File: config.mk
export PLATFORM = sky130hd
export DESIGN_NAME = tile_layer_parallax_scan_flat
export DESIGN_NICKNAME = d
export VERILOG_FILES = /design/src/sv/tlps_pkg.sv /design/src/sv/tlps_if.sv /design/src/sv/tlps_div.sv /design/src/sv/tlps_ctrl.sv /design/src/sv/tlps_dp.sv /design/src/sv/tile_layer_parallax_scan.sv /design/src/flat_wrapper.sv
export SDC_FILE = /design/constraint.sdc
export NUM_CORES = 2
export LEC_CHECK = 0
export BUFFER_PORTS_ARGS = -buffer_cell sky130_fd_sc_hd__buf_4
export CAP_MARGIN = 20
export CORE_MARGIN = 4
export CORE_UTILIZATION = 30
export CTS_BUF_LIST = sky130_fd_sc_hd__clkbuf_4
export CTS_CLUSTER_DIAMETER = 120
export CTS_CLUSTER_SIZE = 14
export DETAILED_ROUTE_END_ITERATION = 7
export HOLD_SLACK_MARGIN = 0.02
export SKIP_CTS_REPAIR_TIMING = 1
export SYNTH_ARGS = -nofsm -noshare
export SYNTH_HDL_FRONTEND = slang
export SYNTH_HIERARCHICAL = 1
export SYNTH_SLANG_ARGS = --single-unit
export TNS_END_PERCENT = 5
File: constraint.sdc
create_clock -name i_clk -period 8.51 [get_ports i_clk]
set_clock_uncertainty 0.05 [all_clocks]
set_input_delay 0.851 -clock i_clk [delete_from_list [all_inputs] [get_ports i_clk]]
set_output_delay 0.851 -clock i_clk [all_outputs]
set_load 0.01 [all_outputs]
File: src/sv/tlps_pkg.sv
`timescale 1ns / 1ps
// tlps_pkg: shared widths, register and operation codes, command/status structs
// for the tile layer parallax scanner; no dependencies

package tlps_pkg;

    // field widths
    localparam int CAM_W      = 16;
    localparam int ROFF_W     = 6;
    localparam int PCT_W      = 9;
    localparam int TSZ_W      = 9;
    localparam int MSZ_W      = 13;
    localparam int WRAP_W     = 2;
    localparam int IDX_W      = 24;
    localparam int SCR_W      = 15;
    localparam int CFG_IDX_W  = 3;
    localparam int CFG_DATA_W = 13;

    // internal widths
    localparam int PROD_W  = CAM_W + PCT_W;   // camera times percent
    localparam int PCX_W   = 19;              // max product / 100 fits here
    localparam int COL_W   = PCX_W + 1;       // start column plus up to 63
    localparam int RB_W    = 2 * MSZ_W;       // row times map columns
    localparam int DIV_NW  = PROD_W;
    localparam int DIV_DW  = MSZ_W;
    localparam int NCOL_W  = 7;

    // divide by 100 as (p * PCT_RCP) >> RCP_SHIFT, exact for p below 2^30
    localparam int RCP_W     = 26;
    localparam int RCP_SHIFT = 32;
    localparam int SCALE_W   = PROD_W + RCP_W;
    localparam logic [RCP_W-1:0] PCT_RCP = 26'd42949673;

    localparam int MAX_COLS  = 64;
    localparam int PERCENT   = 100;
    localparam int PAD_TOTAL = 200;

    localparam int VIEW_WIDTH_DEF  = 640;
    localparam int VIEW_HEIGHT_DEF = 480;

    // register reset values
    localparam logic [TSZ_W-1:0]  TW_RST   = TSZ_W'(64);
    localparam logic [TSZ_W-1:0]  TH_RST   = TSZ_W'(64);
    localparam logic [MSZ_W-1:0]  MC_RST   = MSZ_W'(64);
    localparam logic [MSZ_W-1:0]  MR_RST   = MSZ_W'(64);
    localparam logic [PCT_W-1:0]  PX_RST   = PCT_W'(100);
    localparam logic [PCT_W-1:0]  PY_RST   = PCT_W'(100);
    localparam logic [WRAP_W-1:0] WRAP_RST = WRAP_W'(0);

    // register indexes
    localparam logic [CFG_IDX_W-1:0] REG_TILE_WIDTH  = 3'd0;
    localparam logic [CFG_IDX_W-1:0] REG_TILE_HEIGHT = 3'd1;
    localparam logic [CFG_IDX_W-1:0] REG_MAP_COLUMNS = 3'd2;
    localparam logic [CFG_IDX_W-1:0] REG_MAP_ROWS    = 3'd3;
    localparam logic [CFG_IDX_W-1:0] REG_PARALLAX_X  = 3'd4;
    localparam logic [CFG_IDX_W-1:0] REG_PARALLAX_Y  = 3'd5;
    localparam logic [CFG_IDX_W-1:0] REG_WRAP_MODE   = 3'd6;

    // divider operations, issued in this order
    localparam int OP_W = 4;
    localparam logic [OP_W-1:0] OP_COLX = 4'd2;  // pcx / tile_width
    localparam logic [OP_W-1:0] OP_ROWY = 4'd3;  // pcy / tile_height
    localparam logic [OP_W-1:0] OP_VW   = 4'd4;  // view width / tile_width
    localparam logic [OP_W-1:0] OP_PW   = 4'd5;  // pad / tile_width
    localparam logic [OP_W-1:0] OP_VH   = 4'd6;  // view height / tile_height
    localparam logic [OP_W-1:0] OP_PH   = 4'd7;  // pad / tile_height
    localparam logic [OP_W-1:0] OP_RMOD = 4'd8;  // row mod map_rows
    localparam logic [OP_W-1:0] OP_CMOD = 4'd9;  // start column mod map_columns

    typedef struct packed {
        logic            load_in;
        logic            scale;
        logic            div_start;
        logic [OP_W-1:0] op;
        logic            div_capture;
        logic            setup_row;
        logic            emit;
    } t_dp_cmd;

    typedef struct packed {
        logic div_done;
        logic skip;
        logic last_col;
        logic out_free;
    } t_dp_sts;

endpackage

File: src/sv/tlps_if.sv
`timescale 1ns / 1ps
// tlps_if: valid/ready channel interfaces for input words, result words and
// register writes; depends on tlps_pkg

interface tlps_in_if import tlps_pkg::*; ();
    logic              valid;
    logic              ready;
    logic [CAM_W-1:0]  camera_x;
    logic [CAM_W-1:0]  camera_y;
    logic [ROFF_W-1:0] row_offset;

    modport source (output valid, output camera_x, output camera_y, output row_offset,
                    input ready);
    modport sink (input valid, input camera_x, input camera_y, input row_offset,
                  output ready);
endinterface

interface tlps_out_if import tlps_pkg::*; ();
    logic                    valid;
    logic                    ready;
    logic [IDX_W-1:0]        tile_index;
    logic signed [SCR_W-1:0] screen_x;
    logic signed [SCR_W-1:0] screen_y;
    logic                    in_bounds;
    logic                    last;

    modport source (output valid, output tile_index, output screen_x, output screen_y,
                    output in_bounds, output last, input ready);
    modport sink (input valid, input tile_index, input screen_x, input screen_y,
                  input in_bounds, input last, output ready);
endinterface

interface tlps_cfg_if import tlps_pkg::*; ();
    logic                  valid;
    logic                  ready;
    logic [CFG_IDX_W-1:0]  idx;
    logic [CFG_DATA_W-1:0] data;

    modport source (output valid, output idx, output data, input ready);
    modport sink (input valid, input idx, input data, output ready);
endinterface

File: src/sv/tlps_div.sv
`timescale 1ns / 1ps
// tlps_div: restoring divider, one quotient bit per cycle, quotient and remainder
// held after done; depends on tlps_pkg

module tlps_div import tlps_pkg::*; #(
    parameter int NW = DIV_NW,
    parameter int DW = DIV_DW
) (
    input  logic          i_clk,
    input  logic          i_rst_n,
    input  logic          i_start,
    input  logic [NW-1:0] i_dividend,
    input  logic [DW-1:0] i_divisor,
    output logic          o_done,
    output logic [NW-1:0] o_quo,
    output logic [DW-1:0] o_rem
);
    localparam int CNT_W = $clog2(NW + 1);

    logic [NW-1:0]    r_quo;
    logic [DW-1:0]    r_rem;
    logic [DW-1:0]    r_div;
    logic [CNT_W-1:0] r_cnt;
    logic             r_busy;
    logic             r_done;

    logic [DW:0]   shifted;
    logic [DW+1:0] diff;
    logic          fits;

    assign shifted = {r_rem, r_quo[NW-1]};
    assign diff    = {1'b0, shifted} - {2'b00, r_div};
    assign fits    = ~diff[DW+1];

    always_ff @(posedge i_clk) begin
        if (!i_rst_n) begin
            r_busy <= 1'b0;
            r_done <= 1'b0;
            r_cnt  <= '0;
        end else begin
            r_done <= 1'b0;
            if (i_start) begin
                r_busy <= 1'b1;
                r_cnt  <= CNT_W'(NW);
            end else if (r_busy) begin
                r_cnt <= r_cnt - CNT_W'(1);
                if (r_cnt == CNT_W'(1)) begin
                    r_busy <= 1'b0;
                    r_done <= 1'b1;
                end
            end
        end
    end

    always_ff @(posedge i_clk) begin
        if (i_start) begin
            r_quo <= i_dividend;
            r_rem <= '0;
            r_div <= i_divisor;
        end else if (r_busy) begin
            r_quo <= {r_quo[NW-2:0], fits};
            r_rem <= fits ? diff[DW-1:0] : shifted[DW-1:0];
        end
    end

    assign o_done = r_done;
    assign o_quo  = r_quo;
    assign o_rem  = r_rem;

endmodule

File: src/sv/tlps_ctrl.sv
`timescale 1ns / 1ps
// tlps_ctrl: sequencer for the scanner, walks the scaling, the divider operations,
// the row setup and the column emission; depends on tlps_pkg

module tlps_ctrl import tlps_pkg::*; (
    input  logic    i_clk,
    input  logic    i_rst_n,
    input  logic    i_in_valid,
    output logic    o_in_ready,
    input  t_dp_sts i_sts,
    output t_dp_cmd o_cmd
);
    localparam logic [2:0] S_IDLE  = 3'd0;
    localparam logic [2:0] S_DIV   = 3'd1;
    localparam logic [2:0] S_WAIT  = 3'd2;
    localparam logic [2:0] S_CHECK = 3'd3;
    localparam logic [2:0] S_MUL   = 3'd4;
    localparam logic [2:0] S_EMIT  = 3'd5;
    localparam logic [2:0] S_SCALE = 3'd6;

    logic [2:0]      r_state, n_state;
    logic [OP_W-1:0] r_op, n_op;

    always_comb begin
        n_state = r_state;
        n_op    = r_op;
        o_cmd   = '0;
        o_cmd.op = r_op;
        case (r_state)
            S_IDLE: begin
                if (i_in_valid) begin
                    o_cmd.load_in = 1'b1;
                    n_op          = OP_COLX;
                    n_state       = S_SCALE;
                end
            end
            S_SCALE: begin
                o_cmd.scale = 1'b1;
                n_state     = S_DIV;
            end
            S_DIV: begin
                o_cmd.div_start = 1'b1;
                n_state         = S_WAIT;
            end
            S_WAIT: begin
                if (i_sts.div_done) begin
                    o_cmd.div_capture = 1'b1;
                    if (r_op == OP_PH) begin
                        n_state = S_CHECK;
                    end else if (r_op == OP_CMOD) begin
                        n_state = S_MUL;
                    end else begin
                        n_op    = r_op + OP_W'(1);
                        n_state = S_DIV;
                    end
                end
            end
            S_CHECK: begin
                if (i_sts.skip) begin
                    n_state = S_IDLE;
                end else begin
                    n_op    = OP_RMOD;
                    n_state = S_DIV;
                end
            end
            S_MUL: begin
                o_cmd.setup_row = 1'b1;
                n_state         = S_EMIT;
            end
            S_EMIT: begin
                if (i_sts.out_free) begin
                    o_cmd.emit = 1'b1;
                    if (i_sts.last_col) begin
                        n_state = S_IDLE;
                    end
                end
            end
            default: begin
                n_state = S_IDLE;
            end
        endcase
    end

    always_ff @(posedge i_clk) begin
        if (!i_rst_n) begin
            r_state <= S_IDLE;
            r_op    <= OP_COLX;
        end else begin
            r_state <= n_state;
            r_op    <= n_op;
        end
    end

    assign o_in_ready = (r_state == S_IDLE);

    a_accept_starts: assert property (@(posedge i_clk) disable iff (!i_rst_n)
        (r_state == S_IDLE && i_in_valid) |=> (r_state == S_SCALE && r_op == OP_COLX))
        else $error("accepted word did not start the setup sequence");

    a_last_ends_row: assert property (@(posedge i_clk) disable iff (!i_rst_n)
        (o_cmd.emit && i_sts.last_col) |=> r_state == S_IDLE)
        else $error("row did not end after its last column");

    a_div_multicycle: assert property (@(posedge i_clk) disable iff (!i_rst_n)
        o_cmd.div_start |=> !i_sts.div_done)
        else $error("divider finished in one cycle");

    a_done_when_waiting: assert property (@(posedge i_clk) disable iff (!i_rst_n)
        i_sts.div_done |-> r_state == S_WAIT)
        else $error("divider done outside of wait state");

endmodule

File: src/sv/tlps_dp.sv
`timescale 1ns / 1ps
// tlps_dp: registers, percent scaling, operand select, shared divider, row setup
// and column stepping with the output register; depends on tlps_pkg, tlps_if, tlps_div

module tlps_dp import tlps_pkg::*; #(
    parameter int VIEW_WIDTH  = VIEW_WIDTH_DEF,
    parameter int VIEW_HEIGHT = VIEW_HEIGHT_DEF
) (
    input  logic                  i_clk,
    input  logic                  i_rst_n,
    input  t_dp_cmd               i_cmd,
    output t_dp_sts               o_sts,
    input  logic [CAM_W-1:0]      i_camera_x,
    input  logic [CAM_W-1:0]      i_camera_y,
    input  logic [ROFF_W-1:0]     i_row_offset,
    input  logic                  i_cfg_valid,
    input  logic [CFG_IDX_W-1:0]  i_cfg_idx,
    input  logic [CFG_DATA_W-1:0] i_cfg_data,
    tlps_out_if.source            o_out
);
    localparam int NX_W = $clog2(VIEW_WIDTH + PAD_TOTAL + 1);
    localparam int NY_W = $clog2(VIEW_HEIGHT + PAD_TOTAL + 1);

    // registers
    logic [TSZ_W-1:0]  r_tw, r_th;
    logic [MSZ_W-1:0]  r_mc, r_mr;
    logic [PCT_W-1:0]  r_px, r_py;
    logic [WRAP_W-1:0] r_wrap;

    // zero size reads as one
    logic [TSZ_W-1:0] tw, th;
    logic [MSZ_W-1:0] mc, mr;
    assign tw = (r_tw == '0) ? TSZ_W'(1) : r_tw;
    assign th = (r_th == '0) ? TSZ_W'(1) : r_th;
    assign mc = (r_mc == '0) ? MSZ_W'(1) : r_mc;
    assign mr = (r_mr == '0) ? MSZ_W'(1) : r_mr;

    always_ff @(posedge i_clk) begin
        if (!i_rst_n) begin
            r_tw   <= TW_RST;
            r_th   <= TH_RST;
            r_mc   <= MC_RST;
            r_mr   <= MR_RST;
            r_px   <= PX_RST;
            r_py   <= PY_RST;
            r_wrap <= WRAP_RST;
        end else if (i_cfg_valid) begin
            case (i_cfg_idx)
                REG_TILE_WIDTH:  r_tw   <= i_cfg_data[TSZ_W-1:0];
                REG_TILE_HEIGHT: r_th   <= i_cfg_data[TSZ_W-1:0];
                REG_MAP_COLUMNS: r_mc   <= i_cfg_data[MSZ_W-1:0];
                REG_MAP_ROWS:    r_mr   <= i_cfg_data[MSZ_W-1:0];
                REG_PARALLAX_X:  r_px   <= i_cfg_data[PCT_W-1:0];
                REG_PARALLAX_Y:  r_py   <= i_cfg_data[PCT_W-1:0];
                REG_WRAP_MODE:   r_wrap <= i_cfg_data[WRAP_W-1:0];
                default: ;
            endcase
        end
    end

    // per-word working registers
    logic [PROD_W-1:0]  r_prod_x, r_prod_y;
    logic [ROFF_W-1:0]  r_roff;
    logic [PCX_W-1:0]   r_pcx, r_pcy, r_scol, r_srow;
    logic [TSZ_W-1:0]   r_remx, r_remy;
    logic [NX_W-1:0]    r_nx;
    logic [NY_W-1:0]    r_ny;
    logic [MSZ_W-1:0]   r_rmod, r_cmod;

    // column stepping
    logic [IDX_W-1:0]  r_rbase;
    logic [SCR_W-1:0]  r_sx, r_sy;
    logic [COL_W-1:0]  r_col;
    logic [MSZ_W-1:0]  r_colmod;
    logic [NCOL_W-1:0] r_k, r_ncols;
    logic              r_row_ok;

    // output register
    logic              r_out_valid;
    logic [IDX_W-1:0]  r_o_idx;
    logic [SCR_W-1:0]  r_o_sx, r_o_sy;
    logic              r_o_inb, r_o_last;

    logic [COL_W-1:0]   row;
    logic [NCOL_W-1:0]  ncols_sat;
    logic               col_ok, tile_ok, last_col;
    logic [SCALE_W-1:0] scale_x, scale_y;
    logic [DIV_NW-1:0]  div_n;
    logic [DIV_DW-1:0]  div_d;
    logic               div_done;
    logic [DIV_NW-1:0]  div_quo;
    logic [DIV_DW-1:0]  div_rem;

    assign row       = COL_W'(r_srow) + COL_W'(r_roff);
    assign ncols_sat = (r_nx > NX_W'(MAX_COLS)) ? NCOL_W'(MAX_COLS) : NCOL_W'(r_nx);
    assign col_ok    = r_wrap[0] || (r_col < COL_W'(mc));
    assign tile_ok   = r_row_ok && col_ok;
    assign last_col  = (r_k + NCOL_W'(1)) == r_ncols;

    // divide by 100 through the reciprocal, quotient in the top bits
    assign scale_x = SCALE_W'(r_prod_x) * SCALE_W'(PCT_RCP);
    assign scale_y = SCALE_W'(r_prod_y) * SCALE_W'(PCT_RCP);

    // divider operand select
    always_comb begin
        case (i_cmd.op)
            OP_COLX: begin
                div_n = DIV_NW'(r_pcx);
                div_d = DIV_DW'(tw);
            end
            OP_ROWY: begin
                div_n = DIV_NW'(r_pcy);
                div_d = DIV_DW'(th);
            end
            OP_VW: begin
                div_n = DIV_NW'(VIEW_WIDTH);
                div_d = DIV_DW'(tw);
            end
            OP_PW: begin
                div_n = DIV_NW'(PAD_TOTAL);
                div_d = DIV_DW'(tw);
            end
            OP_VH: begin
                div_n = DIV_NW'(VIEW_HEIGHT);
                div_d = DIV_DW'(th);
            end
            OP_PH: begin
                div_n = DIV_NW'(PAD_TOTAL);
                div_d = DIV_DW'(th);
            end
            OP_RMOD: begin
                div_n = DIV_NW'(row);
                div_d = mr;
            end
            OP_CMOD: begin
                div_n = DIV_NW'(r_scol);
                div_d = mc;
            end
            default: begin
                div_n = '0;
                div_d = DIV_DW'(1);
            end
        endcase
    end

    tlps_div #(
        .NW (DIV_NW),
        .DW (DIV_DW)
    ) u_div (
        .i_clk      (i_clk),
        .i_rst_n    (i_rst_n),
        .i_start    (i_cmd.div_start),
        .i_dividend (div_n),
        .i_divisor  (div_d),
        .o_done     (div_done),
        .o_quo      (div_quo),
        .o_rem      (div_rem)
    );

    always_ff @(posedge i_clk) begin
        if (i_cmd.load_in) begin
            r_prod_x <= PROD_W'(i_camera_x) * PROD_W'(r_px);
            r_prod_y <= PROD_W'(i_camera_y) * PROD_W'(r_py);
            r_roff   <= i_row_offset;
        end
        if (i_cmd.scale) begin
            r_pcx <= scale_x[RCP_SHIFT +: PCX_W];
            r_pcy <= scale_y[RCP_SHIFT +: PCX_W];
        end
        if (i_cmd.div_capture) begin
            case (i_cmd.op)
                OP_COLX: begin
                    r_scol <= div_quo[PCX_W-1:0];
                    r_remx <= div_rem[TSZ_W-1:0];
                end
                OP_ROWY: begin
                    r_srow <= div_quo[PCX_W-1:0];
                    r_remy <= div_rem[TSZ_W-1:0];
                end
                OP_VW:   r_nx <= div_quo[NX_W-1:0];
                OP_PW:   r_nx <= r_nx + div_quo[NX_W-1:0];
                OP_VH:   r_ny <= div_quo[NY_W-1:0];
                OP_PH:   r_ny <= r_ny + div_quo[NY_W-1:0];
                OP_RMOD: r_rmod <= div_rem;
                OP_CMOD: r_cmod <= div_rem;
                default: ;
            endcase
        end
        if (i_cmd.setup_row) begin
            r_rbase  <= IDX_W'(RB_W'(r_rmod) * RB_W'(mc));
            r_sy     <= SCR_W'(SCR_W'(r_roff) * SCR_W'(th)) - SCR_W'(r_remy);
            r_sx     <= SCR_W'(0) - SCR_W'(r_remx);
            r_col    <= COL_W'(r_scol);
            r_colmod <= r_cmod;
            r_k      <= '0;
            r_ncols  <= ncols_sat;
            r_row_ok <= r_wrap[1] || (row < COL_W'(mr));
        end else if (i_cmd.emit) begin
            r_o_idx  <= tile_ok ? (r_rbase + IDX_W'(r_colmod)) : '0;
            r_o_sx   <= r_sx;
            r_o_sy   <= r_sy;
            r_o_inb  <= tile_ok;
            r_o_last <= last_col;
            r_k      <= r_k + NCOL_W'(1);
            r_col    <= r_col + COL_W'(1);
            r_colmod <= (r_colmod == mc - MSZ_W'(1)) ? '0 : r_colmod + MSZ_W'(1);
            r_sx     <= r_sx + SCR_W'(tw);
        end
    end

    always_ff @(posedge i_clk) begin
        if (!i_rst_n) begin
            r_out_valid <= 1'b0;
        end else if (i_cmd.emit) begin
            r_out_valid <= 1'b1;
        end else if (o_out.ready) begin
            r_out_valid <= 1'b0;
        end
    end

    assign o_out.valid      = r_out_valid;
    assign o_out.tile_index = r_o_idx;
    assign o_out.screen_x   = r_o_sx;
    assign o_out.screen_y   = r_o_sy;
    assign o_out.in_bounds  = r_o_inb;
    assign o_out.last       = r_o_last;

    assign o_sts.div_done = div_done;
    assign o_sts.skip     = (NY_W'(r_roff) >= r_ny) || (ncols_sat == '0);
    assign o_sts.last_col = last_col;
    assign o_sts.out_free = !r_out_valid || o_out.ready;

    a_colmod_range: assert property (@(posedge i_clk) disable iff (!i_rst_n)
        i_cmd.emit |-> r_colmod < mc)
        else $error("wrapped column index out of range");

    a_k_range: assert property (@(posedge i_clk) disable iff (!i_rst_n)
        i_cmd.emit |-> r_k < r_ncols)
        else $error("column emitted beyond the row count");

    a_first_col: assert property (@(posedge i_clk) disable iff (!i_rst_n)
        (i_cmd.emit && r_k == '0) |-> r_col == COL_W'(r_scol))
        else $error("first column does not match start column");

endmodule

File: src/sv/tile_layer_parallax_scan.sv
`timescale 1ns / 1ps
// throughput: after the setup, a row of n columns (up to 64) comes out at one word a cycle
// while the output is not held back; the next row request is taken once the last column is emitted
// a row with no visible columns returns to idle after its setup divides, with no row setup
// the shared one-bit-a-cycle divider sets the setup time: eight divides in series for a visible row
// reset: synchronous active low, registers to their defaults, no word pending
// top level: depends on tlps_pkg, tlps_if, tlps_ctrl, tlps_dp (with tlps_div)

module tile_layer_parallax_scan import tlps_pkg::*; #(
    parameter int VIEW_WIDTH  = VIEW_WIDTH_DEF,
    parameter int VIEW_HEIGHT = VIEW_HEIGHT_DEF
) (
    input  logic        i_clk,
    input  logic        i_rst_n,
    tlps_in_if.sink     i_in,
    tlps_out_if.source  o_out,
    tlps_cfg_if.sink    i_cfg
);
    // command and status between sequencer and datapath
    t_dp_cmd cmd;
    t_dp_sts sts;

    // register writes are always taken; the host must write only while idle, the block does not enforce it
    assign i_cfg.ready = 1'b1;

    // sequencer: accepts a word only when idle, then runs the scaling, the divides and,
    // for a row with visible columns, the row setup and one column per free output slot
    tlps_ctrl u_ctrl (
        .i_clk      (i_clk),
        .i_rst_n    (i_rst_n),
        .i_in_valid (i_in.valid),
        .o_in_ready (i_in.ready),
        .i_sts      (sts),
        .o_cmd      (cmd)
    );

    // datapath: register file, scaling, divider, column stepping and the
    // output register that lets the next word be taken while a result waits
    tlps_dp #(
        .VIEW_WIDTH  (VIEW_WIDTH),
        .VIEW_HEIGHT (VIEW_HEIGHT)
    ) u_dp (
        .i_clk        (i_clk),
        .i_rst_n      (i_rst_n),
        .i_cmd        (cmd),
        .o_sts        (sts),
        .i_camera_x   (i_in.camera_x),
        .i_camera_y   (i_in.camera_y),
        .i_row_offset (i_in.row_offset),
        .i_cfg_valid  (i_cfg.valid),
        .i_cfg_idx    (i_cfg.idx),
        .i_cfg_data   (i_cfg.data),
        .o_out        (o_out)
    );

endmodule

File: src/flat_wrapper.sv
// flat-port wrapper written by rule: the top's interface ports become plain ports
module tile_layer_parallax_scan_flat import tlps_pkg::*;
#(
    parameter int VIEW_WIDTH  = VIEW_WIDTH_DEF,
    parameter int VIEW_HEIGHT = VIEW_HEIGHT_DEF
)
  (i_clk, i_rst_n, i_in_valid, i_in_camera_x, i_in_camera_y, i_in_row_offset, i_in_ready, o_out_valid, o_out_tile_index, o_out_screen_x, o_out_screen_y, o_out_in_bounds, o_out_last, o_out_ready, i_cfg_valid, i_cfg_idx, i_cfg_data, i_cfg_ready);
  tlps_in_if i_in_i ();
  tlps_out_if o_out_i ();
  tlps_cfg_if i_cfg_i ();
  input  logic i_clk;
  input  logic i_rst_n;
  input wire logic [$bits(i_in_i.valid)-1:0] i_in_valid;
  input wire logic [$bits(i_in_i.camera_x)-1:0] i_in_camera_x;
  input wire logic [$bits(i_in_i.camera_y)-1:0] i_in_camera_y;
  input wire logic [$bits(i_in_i.row_offset)-1:0] i_in_row_offset;
  output wire logic [$bits(i_in_i.ready)-1:0] i_in_ready;
  output wire logic [$bits(o_out_i.valid)-1:0] o_out_valid;
  output wire logic [$bits(o_out_i.tile_index)-1:0] o_out_tile_index;
  output wire logic [$bits(o_out_i.screen_x)-1:0] o_out_screen_x;
  output wire logic [$bits(o_out_i.screen_y)-1:0] o_out_screen_y;
  output wire logic [$bits(o_out_i.in_bounds)-1:0] o_out_in_bounds;
  output wire logic [$bits(o_out_i.last)-1:0] o_out_last;
  input wire logic [$bits(o_out_i.ready)-1:0] o_out_ready;
  input wire logic [$bits(i_cfg_i.valid)-1:0] i_cfg_valid;
  input wire logic [$bits(i_cfg_i.idx)-1:0] i_cfg_idx;
  input wire logic [$bits(i_cfg_i.data)-1:0] i_cfg_data;
  output wire logic [$bits(i_cfg_i.ready)-1:0] i_cfg_ready;
  assign i_in_i.valid = i_in_valid;
  assign i_in_i.camera_x = i_in_camera_x;
  assign i_in_i.camera_y = i_in_camera_y;
  assign i_in_i.row_offset = i_in_row_offset;
  assign i_in_ready = i_in_i.ready;
  assign o_out_valid = o_out_i.valid;
  assign o_out_tile_index = o_out_i.tile_index;
  assign o_out_screen_x = o_out_i.screen_x;
  assign o_out_screen_y = o_out_i.screen_y;
  assign o_out_in_bounds = o_out_i.in_bounds;
  assign o_out_last = o_out_i.last;
  assign o_out_i.ready = o_out_ready;
  assign i_cfg_i.valid = i_cfg_valid;
  assign i_cfg_i.idx = i_cfg_idx;
  assign i_cfg_i.data = i_cfg_data;
  assign i_cfg_ready = i_cfg_i.ready;
  tile_layer_parallax_scan #(.VIEW_WIDTH(VIEW_WIDTH), .VIEW_HEIGHT(VIEW_HEIGHT)) u_core (.i_clk(i_clk), .i_rst_n(i_rst_n), .i_in(i_in_i), .o_out(o_out_i), .i_cfg(i_cfg_i));
endmodule
* Word-level counts from Yosys, hierarchy flattened *
Cells that the tools add are included.

storage, ports and cells
  output and inout port bits = 59
  memories = 0
  input port bits = 59
  bits in writable memories = 0
  bits in registers = 484
  memory bits (read-only) = 0
  latch bits = 0
  logic and storage cells = 192

operators by class
  shift-type cells = 0
  add/sub/neg operators = 14
  divide/modulo/power cells = 0
  reductions and logical operators = 40
  magnitude comparators = 4
  bitwise gates (word level) = 4
  mux-type cells = 50
  $mul = 6
  equality and inequality tests = 30

operators by type and width
  kind                      count
  $pmux W20 S7              1
  $mul A25 B26 Y51 const B  2
  $mux W13                  6
  $pmux W13 S4              1
  $mul A16 B9 Y25           2
  $mux W25                  2
  $lt A20 B13 Y1            2
  $pmux W10 S2              2
  $mux W19                  2
  $mux W15                  2
  $reduce_and A2 Y1         14
  $logic_not A13 Y1         2
  $add A24 B13 Y24          1
  $mul A13 B13 Y24          1
  $pmux W3 S7               1
  $add A10 B10 Y10          2
  $add A19 B6 Y20           1
  $add A20 B1 Y20 const B   1
  $mux W4                   5
  $eq A3 B3 Y1 const B      6
  $logic_not A9 Y1          2
  $mux W3                   6
  $mux W9                   2
  $eq A4 B3 Y1 const B      4
  other kinds (37)          78

* Longest topological paths before layout *
  depth in word-level cells = 7
  depth in mapped cells = 27

* Cells and area by module *
The synthesis kept the hierarchy.

modules (own cells, without submodules)
  module                    cells an instance  seq. area each (µm²)  area an instance (µm²)  instances
  tlps_dp                   5,434              11,851.4              54,454.7                1
  tlps_div                  268                1,541.5               3,052.9                 1
  tlps_ctrl                 64                 140.1                 535.5                   1
  tile_layer_parallax_scan  2                  0.0                   11.3                    1

* Worst setup path after synthesis *
OpenSTA, ideal clock, no wires.

  kind = register -> register
  from = reg u_core.u_dp.r_prod_y[8]
  to = reg u_core.u_dp.r_pcy[18] (data pin)
  data required time = 8,200 ps
  arrival = 6,731 ps
  cell stages (with the launch flop) = 26
  path slack = 1,469 ps
  clock period less this slack = 7,041 ps
  buffers on the path = 0
  cells stage by stage = edfxtp_1 > inv_1 > fa_1 > fa_1 > inv_1 > fa_1 > inv_1 > fa_1 > inv_1 > fa_1 > fa_1 > inv_1 > fa_1 > inv_1 > ha_1 > a21oi_1 > o21ai_0 > nor4_1 > o21ai_1 > a41oi_2 > o22ai_2 > a21bo_1 > a221o_1 > or4_4 > a31oi_2 > xnor2_1

on the way
  longest elaborated chain between the ends = 1

ends and longest elaborated chain
  element                      line            source
  from (decl)                  tlps_dp.sv:62   logic [PROD_W-1:0] r_prod_x, r_prod_y;
  from (signal assigned)       tlps_dp.sv:163  r_prod_y <= PROD_W'(i_camera_y) * PROD_W'(r_py);
  $mul A25 B26 Y51             tlps_dp.sv:102  assign scale_y = SCALE_W'(r_prod_y) * SCALE_W'(PCT_RCP);
  via u_core.u_dp.scale_y[50]  tlps_dp.sv:87   logic [SCALE_W-1:0] scale_x, scale_y;
  to (signal assigned)         tlps_dp.sv:168  r_pcy <= scale_y[RCP_SHIFT +: PCX_W];
  to (decl)                    tlps_dp.sv:64   logic [PCX_W-1:0] r_pcx, r_pcy, r_scol, r_srow;

The timed path passes the listed nets, and every way through them passes these cells.
A chain may end at the register's enable or synchronous reset.

* Worst setup path in the final report *
Same ends and word-level chain as after synthesis.

==> impl_metrics.toml <==
[drt]
wl_per_cell_um = 17.3
routed_via_density = 4.62
dr.pass1.iters = 8
initialDrtViolationCount = 1949
postRouteWirelength_um = 145000
num_vias = 38740
ant_nets = 0
drc = 3

[critical_path]
crit_required_ns = 9.17
worst_setup_path_end_kind = "flip-flop"
critPathMostFrequentCell = "fa_1"
rr_worst_depth = 23
reg2reg_from = "u_core/u_dp/r_prod_y[8]"
slowest_stage = "edfxtp_1"
start_kind = "flip-flop"
crit_arrival_ns = 8.48
reg2reg_slack_ns = 0.69
crit_path_max_fanout = 9
crit_type = "flip-flop to flip-flop"
slowest_delay_ns = 0.64
path_cells = "inv_1 > fa_1 > inv_1 > fa_1 > inv_1 > fa_1 > inv_1 > fa_1 > fa_1 > fa_1 > fa_1 > ha_1 > a21oi_1 > o21ai_0 > nor4_1 > o21ai_1 > a41oi_2 > o22ai_2 > a21bo_1 > a221o_1 > or4_4 > a31oi_2 > xnor2_1"
r2r-end = "u_core/u_dp/r_pcy[18]"

[cts]
cts_root_buffer = "clkbuf_4"
clk_pin_slew_worst_paths_ns = 0.15
cts.sinks = 484
h-tree-depth = 2
clk_latency_ns = 1.00
cts_tree = "yes"
tritoncts.num_buffers = 43
max-clock-path-buffers = 3

[yosys]
synth_area_mm2 = 0.0581
synth_area_leaders = "fa_1 27%, edfxtp_1 20%, ha_1 17%"
synth_cells = 5768
synth_top_area_share_pct = 27.3
synth_seq_cells = 484
syn_avg_cell_area_um2 = 10.1
synth-seq-area-share_pct = 23.3
synth_common_cells = "1261 x inv_1, 810 x ha_1, 791 x fa_1"
synth_warnings = 6
synthArstFlopShare_pct = 0
synth_flop_cell = "edfxtp_1"
synth.largest_area_cell = "fa_1"
synth_edf_count = 384
synth.most_common_cell = "inv_1"
synth_cell_types = 96

[global_routing]
antenna_found_initial = 17
track_usage_pct = 14.6
grt_max_degree = 77
grt_pass1_wl_um = 230000
grt_pass1_vias = 41157
grt_overflow = 0

[run]
drv_cap = 0

[sta]
worst_pin_slew_ns = 1.10
fmax_mhz = 128
setup_viol = 0
setup_tns_ns = 0
period_share_pct = 91.9
slew_violations = 0
finalHoldViolations = 0
slew_headroom_pct = 26.4
rsz0062_at_grt = "no"
layout_min_cycle_time_ns = 7.82

[finish]
nets = 7467
area_growth_pct = 7.59
final_layout_size_suffix_gt1_share_pct = 5.46
n_fill_cell = 19705

[run_status]
status = "finished, violations left"
violations = "DRC"

[floorplan]
pin_count = 118
initial_core_util_pct = 30.1
fp.dieW_um = 448
dieArea_mm2 = 0.201
die_h_um = 448
rows = 161
core_area_mm2 = 0.193

[worst_hold_path]
hold_start = "i_cfg_data[10]"
min_to = "u_core/u_dp/r_mc[10]"
hp-class = "input port to flip-flop"
holdPathStages = 3

[place]
place_congestion = 0.925
portBuffers = 116
dpl.hpwl_um = 120000
## metal layers
layer	vias to the layer above	GRT usage, %	wire [µm]
li1	18452	-	-
met1	19270	18.7	63200
met2	763	25.1	69700
met3	241	2.22	6710
met4	14	5.17	5570
met5	-	0	71
## registers in the layout, indices dropped and copies added, names as in the netlist, 19 cells and up
signal,cells
u_core/u_dp/r_srow,19
u_core/u_dp/r_prod_y,25
u_core/u_dp/u_div/o_quo,25
u_core/u_dp/r_pcx,19
u_core/u_dp/r_pcy,19
u_core/u_dp/r_rbase,24
u_core/u_dp/r_prod_x,25
u_core/u_dp/r_scol,19
u_core/u_dp/r_col,20
u_core/u_dp/o_out.tile_index,24
## worst max-delay path by stage
stage                             from                    end  slack (ns)  depth (start not counted)
2_1_floorplan  u_core/u_dp/r_prod_y[8]  u_core/u_dp/r_pcy[18]        1.47                         25
3_3_place_gp   u_core/u_dp/r_prod_y[7]  u_core/u_dp/r_pcy[18]        0.77                         25
3_5_place_dp   u_core/u_dp/r_prod_y[8]  u_core/u_dp/r_pcy[18]        0.74                         23
4_1_cts        u_core/u_dp/r_prod_y[8]  u_core/u_dp/r_pcy[18]        0.73                         23
5_1_grt        u_core/u_dp/r_prod_y[8]  u_core/u_dp/r_pcy[18]        0.26                         23
6_report       u_core/u_dp/r_prod_y[8]  u_core/u_dp/r_pcy[18]        0.69                         23
## cell usage in the layout, fill, tap and decap left out, types with 19 or more instances in the layout
| cell | Yosys | layout |
|---|---|---|
| a211oi_1 | 19 | 19 |
| a21boi_0 | 59 | 59 |
| a21o_1 | 44 | 44 |
| a21oi_1 | 154 | 154 |
| a222oi_1 | 21 | 21 |
| and2_1 | 236 | 234 |
| and3_1 | 26 | 25 |
| buf_4 | 5 | 153 |
| clkbuf_4 | 0 | 68 |
| dfxtp_1 | 100 | 100 |
| edfxtp_1 | 384 | 384 |
| fa_1 | 791 | 791 |
| ha_1 | 810 | 810 |
| inv_1 | 1261 | 1261 |
| mux2_2 | 31 | 31 |
| nand2_1 | 605 | 605 |
| nand2b_1 | 34 | 34 |
| nand3_1 | 73 | 73 |
| nand4_1 | 24 | 24 |
| nor2_1 | 161 | 160 |
| nor2b_1 | 47 | 47 |
| nor3_1 | 62 | 58 |
| o21ai_0 | 147 | 147 |
| o21bai_1 | 34 | 34 |
| xnor2_1 | 164 | 164 |
| xor2_1 | 84 | 84 |
## cell families (layout without fill, tap and decap cells)
group | count (synthesis) | after routing | share of synthesized area, %
buffers and inverters | 1433 | 1503 | 9.35
other | 2 | 18 | 0.0129
multiplexers | 43 | 43 | 0.810
adder cells (fa/ha/maj) | 1601 | 1601 | 44.7
flip-flops | 484 | 484 | 23.3
XOR/XNOR | 248 | 248 | 3.74
AO/OA/AOI/OAI | 607 | 607 | 6.91
AND/OR/NAND/NOR | 1350 | 1350 | 11.1
## through the flow
step	cell area, µm²	std cells	hold WS, ns	setup slack, ns	utilization [%]
after floorplan	58100	5772	0.350	1.47	-
after global placement	61700	8280	0.358	0.766	32.1
after detailed placement	61700	8281	0.356	0.745	32.1
after CTS	62400	8361	-0.164	0.731	32.4
after global routing	62400	8375	0.00504	0.261	32.4
final	62500	8380	0.126	0.687	32.4
## final cells by class
type                       count  area (µm²)  area share [%]
antenna                       12        30.0          0.0481
clock buffer                  68         510           0.817
clock inverter                12         105           0.168
inverter                    1262        4740            7.58
multi-input combinational   3855       39200            62.7
sequential                   484       13500            21.7
tap                         2526        3160            5.06
timing repair buffer         161        1230            1.97
## worst max-delay path, delay by kind of cell (launching register included)
| family | cells | cell delay (ns) |
|---|---|---|
| fa+ha+maj | 8 | 3.82 |
| compound gates | 8 | 1.94 |
| flops | 1 | 0.64 |
| simple gates | 2 | 0.69 |
| xor+xnor | 1 | 0.08 |
| buf+inv | 4 | 0.37 |
Power is left out: the tool's default activity adds up to more than one toggle a clock period on the data nets, which glitch-free logic cannot reach.
